==> config.mk <==
export PLATFORM = sky130hd
export DESIGN_NAME = adv_data_uuid128_filter_top_flat
export DESIGN_NICKNAME = d
export VERILOG_FILES = /design/src/hdl/auvf_pkg.sv /design/src/hdl/auvf_in_if.sv /design/src/hdl/auvf_out_if.sv /design/src/hdl/auvf_cfg_if.sv /design/src/hdl/auvf_cfg_regs.sv /design/src/hdl/auvf_parser.sv /design/src/hdl/adv_data_uuid128_filter_top.sv /design/src/flat_wrapper.sv
export VERILOG_INCLUDE_DIRS = /design/src /design/src/hdl
export SDC_FILE = /design/constraint.sdc
export NUM_CORES = 1
export LEC_CHECK = 0
export BUFFER_PORTS_ARGS = -buffer_cell sky130_fd_sc_hd__buf_2
export CORE_MARGIN = 4
export CORE_UTILIZATION = 42
export DETAILED_ROUTE_END_ITERATION = 8
export PLACE_DENSITY = 0.69
export SYNTH_ARGS = -nofsm -noshare
export SYNTH_HDL_FRONTEND = slang
export SYNTH_SLANG_ARGS = --single-unit
==> constraint.sdc <==
create_clock -name clk -period 2.8 [get_ports clk]
set_clock_uncertainty 0.1 [all_clocks]
set_input_delay 0.7 -clock clk [delete_from_list [all_inputs] [get_ports clk]]
set_output_delay 0.7 -clock clk [all_outputs]
set_load 0.1 [all_outputs]
==> src/hdl/adv_data_uuid128_filter_top_assert.svh <==
// Assertion helpers shared by the filter modules. They expect signals named
// clk and arst_n in the module that uses them.
`ifndef ADV_DATA_UUID128_FILTER_TOP_ASSERT_SVH
`define ADV_DATA_UUID128_FILTER_TOP_ASSERT_SVH

// Consequent checked in the same cycle as the antecedent.
`define AUVF_ASSERT_SAME(lbl, ante, cons, msg) \
	lbl: assert property (@(posedge clk) disable iff (!arst_n) (ante) |-> (cons)) \
		else $error(msg);

// Consequent checked in the cycle after the antecedent.
`define AUVF_ASSERT_NEXT(lbl, ante, cons, msg) \
	lbl: assert property (@(posedge clk) disable iff (!arst_n) (ante) |=> (cons)) \
		else $error(msg);

`endif

==> src/hdl/auvf_pkg.sv <==
`default_nettype none
package auvf_pkg;

	localparam int unsigned ENTRY_BYTES = 16;
	localparam int unsigned IDX_W       = $clog2(ENTRY_BYTES);
	localparam int unsigned TARGET_W    = ENTRY_BYTES * 8;

	localparam logic [7:0] AD_TYPE_UUID128_SOME = 8'h06;
	localparam logic [7:0] AD_TYPE_UUID128_ALL  = 8'h07;

	// Parser phase codes.
	localparam logic [2:0] PH_LEN  = 3'd0;
	localparam logic [2:0] PH_TYPE = 3'd1;
	localparam logic [2:0] PH_UUID = 3'd2;
	localparam logic [2:0] PH_SKIP = 3'd3;
	localparam logic [2:0] PH_STOP = 3'd4;

	// End status codes.
	localparam logic [1:0] END_CLEAN     = 2'd0;
	localparam logic [1:0] END_ZERO_LEN  = 2'd1;
	localparam logic [1:0] END_TRUNCATED = 2'd2;

	// Configuration register indexes.
	localparam logic REG_TARGET_LOW  = 1'b0;
	localparam logic REG_TARGET_HIGH = 1'b1;

	typedef struct packed {
		logic [7:0] ad_byte;
		logic       last_byte;
	} auvf_item_t;

	typedef struct packed {
		logic       found;
		logic [1:0] end_status;
	} auvf_result_t;

endpackage
`default_nettype wire

==> src/hdl/auvf_in_if.sv <==
`default_nettype none
interface auvf_in_if;
	logic       valid;
	logic       ready;
	logic [7:0] ad_byte;
	logic       last_byte;

	modport source (output valid, output ad_byte, output last_byte, input ready);
	modport sink (input valid, input ad_byte, input last_byte, output ready);
endinterface
`default_nettype wire

==> src/hdl/auvf_out_if.sv <==
`default_nettype none
interface auvf_out_if;
	logic       valid;
	logic       ready;
	logic       found;
	logic [1:0] end_status;

	modport source (output valid, output found, output end_status, input ready);
	modport sink (input valid, input found, input end_status, output ready);
endinterface
`default_nettype wire

==> src/hdl/auvf_cfg_if.sv <==
`default_nettype none
interface auvf_cfg_if;
	logic        valid;
	logic        ready;
	logic        index;
	logic [63:0] data;

	modport source (output valid, output index, output data, input ready);
	modport sink (input valid, input index, input data, output ready);
endinterface
`default_nettype wire

==> src/hdl/auvf_cfg_regs.sv <==
`default_nettype none
module auvf_cfg_regs (
	input  wire logic                          clk,
	input  wire logic                          arst_n,
	auvf_cfg_if.sink                           cfg,
	output logic [auvf_pkg::TARGET_W-1:0]      target
);
	import auvf_pkg::*;

	logic [63:0] target_low_q;
	logic [63:0] target_high_q;

	assign cfg.ready = 1'b1;
	assign target    = {target_high_q, target_low_q};

	always_ff @(posedge clk or negedge arst_n) begin
		if (!arst_n) begin
			target_low_q  <= '0;
			target_high_q <= '0;
		end else if (cfg.valid) begin
			case (cfg.index)
				REG_TARGET_LOW:  target_low_q  <= cfg.data;
				REG_TARGET_HIGH: target_high_q <= cfg.data;
				default: ;
			endcase
		end
	end
endmodule
`default_nettype wire

==> src/hdl/auvf_parser.sv <==
`default_nettype none
module auvf_parser (
	input  wire logic                         clk,
	input  wire logic                         arst_n,
	input  wire logic                         step,
	input  wire auvf_pkg::auvf_item_t         item,
	input  wire logic [auvf_pkg::TARGET_W-1:0] target,
	output auvf_pkg::auvf_result_t            result
);
	import auvf_pkg::*;

	logic [2:0]       phase_q, phase_d;
	logic [7:0]       left_q, left_d, left_dec;
	logic [IDX_W-1:0] idx_q, idx_d;
	logic             eq_q, eq_d, eq_now;
	logic             match_q, match_d;
	logic [7:0]       tbyte;
	logic [7:0]       b;

	assign b        = item.ad_byte;
	assign left_dec = left_q - 8'd1;
	assign tbyte    = target[{idx_q, 3'b000} +: 8];
	assign eq_now   = eq_q && (b == tbyte);

	always_comb begin
		phase_d = phase_q;
		left_d  = left_q;
		idx_d   = idx_q;
		eq_d    = eq_q;
		match_d = match_q;
		case (phase_q)
			PH_LEN: begin
				if (b == 8'd0) begin
					phase_d = PH_STOP;
				end else begin
					left_d  = b;
					phase_d = PH_TYPE;
				end
			end
			PH_TYPE: begin
				left_d = left_dec;
				idx_d  = '0;
				eq_d   = 1'b1;
				if (b == AD_TYPE_UUID128_SOME || b == AD_TYPE_UUID128_ALL) begin
					phase_d = PH_UUID;
				end else begin
					phase_d = PH_SKIP;
				end
				if (left_dec == 8'd0) begin
					phase_d = PH_LEN;
				end
			end
			PH_UUID: begin
				if (idx_q == IDX_W'(ENTRY_BYTES - 1)) begin
					if (eq_now) begin
						match_d = 1'b1;
					end
					idx_d = '0;
					eq_d  = 1'b1;
				end else begin
					idx_d = idx_q + IDX_W'(1);
					eq_d  = eq_now;
				end
				left_d = left_dec;
				if (left_dec == 8'd0) begin
					phase_d = PH_LEN;
				end
			end
			PH_SKIP: begin
				left_d = left_dec;
				if (left_dec == 8'd0) begin
					phase_d = PH_LEN;
				end
			end
			PH_STOP: ;
			default: phase_d = PH_STOP;
		endcase
	end

	always_comb begin
		result.found = match_d;
		if (phase_d == PH_STOP) begin
			result.end_status = END_ZERO_LEN;
		end else if (phase_d != PH_LEN) begin
			result.end_status = END_TRUNCATED;
		end else begin
			result.end_status = END_CLEAN;
		end
	end

	// The last byte of a record returns the parser to its idle state.
	always_ff @(posedge clk or negedge arst_n) begin
		if (!arst_n) begin
			phase_q <= PH_LEN;
			left_q  <= '0;
			idx_q   <= '0;
			eq_q    <= 1'b1;
			match_q <= 1'b0;
		end else if (step) begin
			if (item.last_byte) begin
				phase_q <= PH_LEN;
				left_q  <= '0;
				idx_q   <= '0;
				eq_q    <= 1'b1;
				match_q <= 1'b0;
			end else begin
				phase_q <= phase_d;
				left_q  <= left_d;
				idx_q   <= idx_d;
				eq_q    <= eq_d;
				match_q <= match_d;
			end
		end
	end

`include "adv_data_uuid128_filter_top_assert.svh"

	`AUVF_ASSERT_SAME(a_field_count_live,
		(phase_q == PH_TYPE || phase_q == PH_UUID || phase_q == PH_SKIP),
		(left_q != 8'd0), "field byte count is zero inside a field")
	`AUVF_ASSERT_NEXT(a_match_holds, (step && !item.last_byte && match_q), match_q,
		"match latch dropped before the record ended")
	`AUVF_ASSERT_NEXT(a_last_clears, (step && item.last_byte),
		(phase_q == PH_LEN && !match_q), "parser not cleared after the last byte")
endmodule
`default_nettype wire

==> src/hdl/adv_data_uuid128_filter_top.sv <==
`default_nettype none
// Advertising-data filter for 128-bit service UUIDs. One record byte is taken
// per request, with last_byte set on the final byte of the record; the block
// walks the length-type-value fields and compares each complete 16-byte entry
// of a type 0x06 or 0x07 field with the target loaded through the two
// configuration registers (low and high halves, first over-the-air byte in
// bits 7:0). One result per record leaves on the output channel after the
// last byte: found, and end_status 0 for a clean end, 1 for a zero length
// byte, 2 for a truncated field. Throughput is one byte per clock while no
// last byte is stalled; a byte is registered on entry and parsed from that
// register, and a result appears on the output in the cycle after its last
// byte is parsed. Only the last byte of a record waits on a full result
// register; other bytes keep flowing while a result is held.
module adv_data_uuid128_filter_top (
	input  wire logic  clk,
	input  wire logic  arst_n,
	auvf_in_if.sink    ad_in,
	auvf_out_if.source res_out,
	auvf_cfg_if.sink   cfg
);
	import auvf_pkg::*;

	logic [TARGET_W-1:0] target;
	logic                valid_s1;
	auvf_item_t          item_s1;
	logic                s1_go;
	auvf_result_t        parse_res;
	logic                res_valid_q;
	auvf_result_t        res_q;

	auvf_cfg_regs u_cfg (
		.clk    (clk),
		.arst_n (arst_n),
		.cfg    (cfg),
		.target (target)
	);

	assign s1_go = valid_s1 && (!item_s1.last_byte || !res_valid_q || res_out.ready);
	assign ad_in.ready = !valid_s1 || s1_go;

	always_ff @(posedge clk or negedge arst_n) begin
		if (!arst_n) begin
			valid_s1 <= 1'b0;
		end else if (ad_in.ready) begin
			valid_s1 <= ad_in.valid;
		end
	end

	always_ff @(posedge clk) begin
		if (ad_in.ready && ad_in.valid) begin
			item_s1.ad_byte   <= ad_in.ad_byte;
			item_s1.last_byte <= ad_in.last_byte;
		end
	end

	auvf_parser u_parser (
		.clk    (clk),
		.arst_n (arst_n),
		.step   (s1_go),
		.item   (item_s1),
		.target (target),
		.result (parse_res)
	);

	always_ff @(posedge clk or negedge arst_n) begin
		if (!arst_n) begin
			res_valid_q <= 1'b0;
		end else if (s1_go && item_s1.last_byte) begin
			res_valid_q <= 1'b1;
		end else if (res_out.ready) begin
			res_valid_q <= 1'b0;
		end
	end

	always_ff @(posedge clk) begin
		if (s1_go && item_s1.last_byte) begin
			res_q <= parse_res;
		end
	end

	assign res_out.valid      = res_valid_q;
	assign res_out.found      = res_q.found;
	assign res_out.end_status = res_q.end_status;

`include "adv_data_uuid128_filter_top_assert.svh"

	`AUVF_ASSERT_NEXT(a_last_gives_result, (s1_go && item_s1.last_byte), res_valid_q,
		"no result after the last byte of a record")
	`AUVF_ASSERT_NEXT(a_stalled_last_held,
		(valid_s1 && item_s1.last_byte && res_valid_q && !res_out.ready),
		(valid_s1 && item_s1.last_byte), "stalled last byte was lost")
	`AUVF_ASSERT_SAME(a_plain_byte_flows, (valid_s1 && !item_s1.last_byte), s1_go,
		"a byte that ends no record was stalled")
endmodule
`default_nettype wire
==> src/flat_wrapper.sv <==
// flat-port wrapper written by rule: the top's interface ports become plain ports
module adv_data_uuid128_filter_top_flat import auvf_pkg::*;
  (clk, arst_n, ad_in_valid, ad_in_ad_byte, ad_in_last_byte, ad_in_ready, res_out_valid, res_out_found, res_out_end_status, res_out_ready, cfg_valid, cfg_index, cfg_data, cfg_ready);
  auvf_in_if ad_in_i ();
  auvf_out_if res_out_i ();
  auvf_cfg_if cfg_i ();
  input  wire logic clk;
  input  wire logic arst_n;
  input wire logic [$bits(ad_in_i.valid)-1:0] ad_in_valid;
  input wire logic [$bits(ad_in_i.ad_byte)-1:0] ad_in_ad_byte;
  input wire logic [$bits(ad_in_i.last_byte)-1:0] ad_in_last_byte;
  output wire logic [$bits(ad_in_i.ready)-1:0] ad_in_ready;
  output wire logic [$bits(res_out_i.valid)-1:0] res_out_valid;
  output wire logic [$bits(res_out_i.found)-1:0] res_out_found;
  output wire logic [$bits(res_out_i.end_status)-1:0] res_out_end_status;
  input wire logic [$bits(res_out_i.ready)-1:0] res_out_ready;
  input wire logic [$bits(cfg_i.valid)-1:0] cfg_valid;
  input wire logic [$bits(cfg_i.index)-1:0] cfg_index;
  input wire logic [$bits(cfg_i.data)-1:0] cfg_data;
  output wire logic [$bits(cfg_i.ready)-1:0] cfg_ready;
  assign ad_in_i.valid = ad_in_valid;
  assign ad_in_i.ad_byte = ad_in_ad_byte;
  assign ad_in_i.last_byte = ad_in_last_byte;
  assign ad_in_ready = ad_in_i.ready;
  assign res_out_valid = res_out_i.valid;
  assign res_out_found = res_out_i.found;
  assign res_out_end_status = res_out_i.end_status;
  assign res_out_i.ready = res_out_ready;
  assign cfg_i.valid = cfg_valid;
  assign cfg_i.index = cfg_index;
  assign cfg_i.data = cfg_data;
  assign cfg_ready = cfg_i.ready;
  adv_data_uuid128_filter_top u_core (.clk(clk), .arst_n(arst_n), .ad_in(ad_in_i), .res_out(res_out_i), .cfg(cfg_i));
endmodule
==> results.toml, run 1 <==
[power_and_ir_drop]
p_total_mw = 6.474
power.density_nw_per_um2 = 731.3
power_leakage_nw = 3.679
max-vdd-ir-drop_uv = 437.5

[finish]
nets = 715
antenna-diode-count = 0
fin_area_um2 = 8852
fin_cells = 871
drive_gt1_share_pct = 44.74
area_delta_synth_final_pct = 18.00

[setup_path]
worst-setup-path-type = "flip-flop to flip-flop"
critPathArrivalTime_ns = 2.82
crit_path_top_delay_cell = "mux4_2"
startpoint_type = "flip-flop"
cp_cell_sequence = "buf_6 -> mux4_2 -> mux2i_1 -> xor2_1 -> nor2_1 -> a211oi_2 -> nand4_2 -> o41ai_2"
end_kind = "flip-flop"
crit_path_max_fanout = 8
reg2reg_depth = 8
crit_required_ns = 2.92
r2r-end = "u_core.res_out.found"
r2r-start = "u_core.u_parser.idx_q[0]"
reg2reg_slack_ns = 0.10
max_stage_delay_ns = 0.50

[synthesis]
synth_fp_nets = 630
synth_warnings = 0
yosys.area_share.adder_pct = 0.5003
postSynth.asyncResetShare_pct = 92.45
synthDistinctLibCells = 52
ys_ff_latch = 159
synth_compound_area_share_pct = 5.904
netlist_instances = 548
synth-edff-count = 12
synth_flop_cell = "dfrtp_1"
synthMuxAreaShare_pct = 30.15
synth_xor_area_share_pct = 1.518
yosysSeqAreaShare_pct = 53.85
synth_top_family_by_area = "multiplexers"
synth_area_um2 = 7502
postSynthAreaPerCell_um2 = 13.69
synth-simple-area-share_pct = 5.504

[grt]
gr-total-overflow = 0
grt_use_total_pct = 17.55
grt_pass1_vias = 5061
grt_pass1_wl_um = 27300
grt_antenna_before_repair = 3
grt_start_max_net_pins = 83

[drt]
drtIter0Drc = 211
wl_per_cell_um = 19.57
viasPerCell = 5.510
wl_um = 17050
ant_nets = 0
vias = 4799
drc = 0
first_pass_iters = 4

[clock_network]
cts_tree = "yes"
h-tree-depth = 4
cts_buffer_depth = 2
cts_buffers = 17
clkSlewWorstSetupHoldPaths_ns = 0.07
cts.sinks = 159
cts-root-buf = "clkbuf_16"
clock_latency_ns = 0.42

[placed_design]
place_ws_ns = 0.1363
dpl-instance-area_um2 = 8212
numPortBuffers = 83
place_hpwl_um = 11820
place_congestion = 0.8338
placed_cells = 837

[timing]
setup_ws_ns = 0.1003
finalSetupTns_ns = 0
fmax_ghz = 0.3704
hold_viol = 0
finalCritPeriodShare_pct = 96.42
slew_violations = 0
min_period_ns = 2.700
setup_viol = 0

[floorplan]
rows = 48
io_pins = 85
start_util_pct = 43.07
die_h_um = 141.7
die_x_um = 141.7
core-area_um2 = 17420
die-area_um2 = 20060

[outcome]
outcome = "finished, final reports clean"

[run]
cap_violations = 0

[hold_path]
hold_class = "input pin to async pin"
## routing by layer
metal  GRT usage, %  part of all wire [%]  up-vias  wire length (µm)
li1               -                     -     2188                 -
met1          22.39                    42     2470              7168
met2          29.68                    52      110              8800
met3          5.022                   5.2       25               879
met4          4.293                   1.0        6               174
met5              0                  0.13        -                22
## cell usage in the layout, fill, tap and decap left out, drive strengths merged, types with 4 or more instances in the layout
cell,n
a211oi,5
dfrtp,146
o21ai,23
nor2b,4
xnor2,4
and2,4
nor2,24
xor2,9
mux2,129
a21oi,12
a22o,5
edfxtp,12
clkbuf,18
nand2b,7
nor3,6
inv,17
nand2,19
mux2i,37
buf,95
clkinv,4
a221oi,4
mux4,19
## worst max path at each step
stage | from | end | slack [ns]
2_1_floorplan | u_core.res_out.valid | u_core.item_s1[0] | 0.07
3_3_place_gp | u_core.u_parser.idx_q[0] | u_core.res_out.found | 0.17
4_1_cts | u_core.u_parser.idx_q[0] | u_core.res_out.found | 0.1
6_report | u_core.u_parser.idx_q[0] | u_core.res_out.found | 0.10
5_1_grt | u_core.u_parser.idx_q[0] | u_core.res_out.found | -0.02
3_5_place_dp | u_core.u_parser.idx_q[0] | u_core.res_out.found | 0.14
## worst max-delay path: cells and delay by family, from the launching register on
family / cells / cell delay, ns
XOR/XNOR: 1 / 0.18
buffers and inverters: 1 / 0.17
AND/OR/NAND/NOR: 2 / 0.25
flip-flops: 1 / 0.41
multiplexers: 2 / 0.74
AO/OA/AOI/OAI: 2 / 0.66
## cells by family (layout without fill, tap and decap cells)
family / after synthesis / count (layout)
AO/OA/AOI/OAI: 66 / 66
buffers and inverters: 39 / 137
adder cells (fa/ha/maj): 3 / 3
XOR/XNOR: 13 / 13
multiplexers: 185 / 185
flip-flops: 159 / 159
other: 1 / 1
AND/OR/NAND/NOR: 82 / 82
## per-stage QoR
step,hold WS (ns),utilization (%)
after global routing,0.07694,50.83
after CTS,0.06478,50.59
after global placement,0.3823,47.15
final,0.07014,50.83
after floorplan,0.3044,-
after detailed placement,0.3890,47.15
## synthesized netlist by cell type, types with 2 or more instances
library cell / n / area share, %
nor2b_1: 4 / 0.33
nor4_1: 2 / 0.17
a21oi_1: 12 / 0.80
buf_6: 2 / 0.30
clkbuf_1: 20 / 1.0
mux2i_1: 37 / 4.9
nand2_1: 19 / 0.95
and2_1: 4 / 0.33
a211oi_2: 3 / 0.50
o31ai_1: 2 / 0.20
mux2_2: 129 / 19
edfxtp_1: 12 / 4.8
a41oi_1: 2 / 0.23
or2_2: 2 / 0.17
o22ai_1: 3 / 0.25
a221oi_1: 4 / 0.47
dfrtp_1: 146 / 49
mux4_2: 16 / 4.8
mux4_1: 3 / 1.1
a31oi_1: 3 / 0.25
inv_1: 8 / 0.40
o21ai_1: 2 / 0.13
nor2_1: 24 / 1.2
nand2b_1: 7 / 0.58
a22oi_1: 3 / 0.30
ha_1: 3 / 0.50
nor3_1: 6 / 0.40
xnor2_1: 4 / 0.47
a22o_1: 5 / 0.58
nand3_1: 3 / 0.20
buf_2: 6 / 0.40
xor2_1: 9 / 1.1
o21ai_0: 21 / 1.4
nor3b_1: 3 / 0.30
a211oi_1: 2 / 0.20
## sequential cells by signal, indices dropped and copies added (netlist names), 2 cells and up
register / flops
u_core.u_parser.idx_q: 4
u_core.u_cfg.target_low_q: 64
u_core.item_s1: 9
u_core.u_cfg.target_high_q: 64
u_core.res_out.end_status: 2
u_core.u_parser.left_q: 8
u_core.u_parser.phase_q: 3
## report_power, final
part           leakage, nW  switching (mW)  internal (mW)
registers             1.86           0.223           2.66
logic                 1.52           0.606          0.624
clock network        0.298            1.02           1.35
## area by class of cell
class,count,area (µm²)
Multi-Input combinational cell,350,3291
Sequential cell,159,4044
Clock buffer,17,425.4
Tap cell,225,281.5
Fill cell,1519,8564
Inverter,9,33.78
Timing Repair Buffer,96,603.1
Clock inverter,15,173.9
## what timing repair did
| item | in CTS | in global routing |
|---|---|---|
| resized for setup | 0 | 2 |
| buffers inserted | 0 | 1 |
| setup endpoints to repair | 0 | 1 |
| hold buffers | 0 | 0 |
(Power assumes the default switching activity.)
==> run 2, diff against run 1 <==
--- a/config.mk
+++ b/config.mk
@@ -11,6 +11,7 @@
 export CORE_UTILIZATION = 42
 export DETAILED_ROUTE_END_ITERATION = 8
 export PLACE_DENSITY = 0.69
+export SETUP_SLACK_MARGIN = 0.3
 export SYNTH_ARGS = -nofsm -noshare
 export SYNTH_HDL_FRONTEND = slang
 export SYNTH_SLANG_ARGS = --single-unit
==> run 2 against run 1 <==
Net effect:
- sequential share of layout area shrank 1.2 points
- routed wire length is essentially flat
- power grew 4.1%
- register-to-register slack gained 0.12 ns
- die area is the same
- final cell count grew 2.0%
- sequential power is essentially flat
==> results.toml, run 2 (synthesized netlist as in run 1, its figures left out) <==
[power_and_ir_drop]
max-vdd-ir-drop_uv = 444.4
power_frac_comb_pct = 19.4
power_leakage_nw = 3.804
clkPwrFrac_pct = 37.8
power.density_nw_per_um2 = 739.8
p_switching_mw = 1.835
internal-power_mw = 4.901
power.share.sequential_pct = 42.8
swShare_pct = 27.24

[finish]
layout_common_cells = "dfrtp_1 (143), mux2_2 (128), buf_2 (81)"
top_regs = "u_core.u_cfg.target_high_q (64), u_core.u_cfg.target_low_q (64), u_core.item_s1 (9)"
drive_gt1_share_pct = 47.28
final_common_cell = "dfrtp_1"
nets = 731
fin_area_um2 = 9105
area_delta_synth_final_pct = 21.36
fillers = 1483
fin_cells = 888

[floorplan]
core-area_um2 = 17420
start_util_pct = 43.07
io_pins = 85
die_x_um = 141.7
die_h_um = 141.7
die-area_um2 = 20060
rows = 48

[timing]
min_period_ns = 2.584
hold_viol = 0
slew_violations = 0
finalCritPeriodShare_pct = 92.28
setup_viol = 0
fmax_ghz = 0.3870
grt_setup_unrepaired = "true"
setup_ws_ns = 0.2162
finalSetupTns_ns = 0

[setup_path]
end_kind = "flip-flop"
crit_path_top_delay_cell = "mux4_2"
cp_cell_sequence = "buf_12 -> buf_12 -> mux4_2 -> mux2_4 -> or2_0 -> a211oi_2 -> nor2_1 -> o41ai_2"
crit_path_max_fanout = 7
crit_top_cell = "buf_12"
startpoint_type = "flip-flop"
crit_required_ns = 2.94
worst-setup-path-type = "flip-flop to flip-flop"
max_stage_delay_ns = 0.48
critPathArrivalTime_ns = 2.72

[clock_network]
cts_buffer_depth = 2
cts_tree = "yes"
clock_latency_ns = 0.44
cts-root-buf = "clkbuf_16"
clkSlewWorstSetupHoldPaths_ns = 0.07
cts_buffers = 17
h-tree-depth = 4
cts.sinks = 159

[grt]
grt_pass1_vias = 5204
grt_antenna_before_repair = 3
gr-total-overflow = 0
grt_pass1_wl_um = 27700
grt_start_max_net_pins = 65
grt_use_total_pct = 17.78

[hold_path]
hold_class = "input pin to async pin"

[placed_design]
place_ws_ns = 0.1375
place_hpwl_um = 12100
placed_cells = 843
numPortBuffers = 83
dpl-instance-area_um2 = 8284
place_congestion = 0.8595

[drt]
drc = 0
wl_per_cell_um = 19.21
wl_um = 17060
first_pass_iters = 4
vias = 4813
ant_nets = 0
drtIter0Drc = 213
viasPerCell = 5.420

[run]
cap_violations = 0

[outcome]
outcome = "finished, final reports clean"
-- run 2: changes by cell type in the layout (fill, tap and decap cells not counted), sizes merged, moves of 2 or more --
cell	change
clkbuf	+2
inv	-2
bufinv	+2
buf	+16
-- run 2: final cells by class --
cell class | count | area (µm²) | area share (%)
Sequential cell | 159 | 4046 | 44.44
Multi-Input combinational cell | 350 | 3337 | 36.65
Clock inverter | 13 | 196.4 | 2.157
Inverter | 9 | 33.78 | 0.3710
Antenna cell | 1 | 2.502 | 0.02748
Timing Repair Buffer | 112 | 754.5 | 8.286
Clock buffer | 19 | 452.9 | 4.975
Tap cell | 225 | 281.5 | 3.092
-- run 2: stage by stage --
step / hold slack, ns / utilization, % / power [mW]
floorplan: 0.3044 / - / 3.751
CTS: 0.08614 / 51.70 / 6.747
detailed placement: 0.3906 / 47.56 / 4.154
global placement: 0.3839 / 47.56 / 4.093
global route: 0.09986 / 52.28 / 7.051
finish: 0.08205 / 52.28 / 6.736
-- run 2: critical path: cells and delay by family, from the launching register on --
kind	cells	cell delay (ns)
multiplexers	2	0.75
AND/OR/NAND/NOR	2	0.30
flip-flops	1	0.41
AO/OA/AOI/OAI	2	0.57
buffers and inverters	2	0.25
-- run 2: per-layer routing --
layer | GRT usage, % | vias to the layer above | wire, µm
met5 | 0 | - | 27
met4 | 5.758 | 4 | 306
met3 | 5.258 | 29 | 919
met2 | 29.86 | 105 | 8703
met1 | 22.16 | 2443 | 7099
li1 | - | 2232 | -
-- run 2: repair_timing --
item / in CTS / in global routing
buffers inserted: 5 / 7
hold buffers: 0 / 0
gates cloned: 0 / 0
resized for setup: 5 / 9
setup endpoints to repair: 1 / 6
pin swaps: 3 / 3
-- run 2: path summary, 6_finish.rpt --
check,from,endpoint,slack [ns],cells past startpoint
max,u_core.u_parser.idx_q[0],u_core.res_out.found,0.22,8
max in group asynchronous,arst_n,u_core.u_cfg.target_high_q[35],1.76,2
max reg2reg,u_core.u_parser.idx_q[0],u_core.res_out.found,0.22,8
min reg2reg,u_core.u_cfg.target_high_q[17],u_core.u_cfg.target_high_q[17],0.40,1
min in group clk,ad_in_ad_byte[1],u_core.item_s1[2],0.34,1
min,arst_n,u_core.u_cfg.target_high_q[47],0.08,1
-- run 2: power by group through the flow --
stage | sequential [mW] | combinational (mW) | clock [mW]
after CTS | 2.88 | 1.28 | 2.59
final | 2.88 | 1.31 | 2.54
after global placement | 2.90 | 1.19 | 0
after detailed placement | 2.92 | 1.24 | 0
after global routing | 2.92 | 1.44 | 2.69
after floorplan | 2.86 | 0.891 | 0
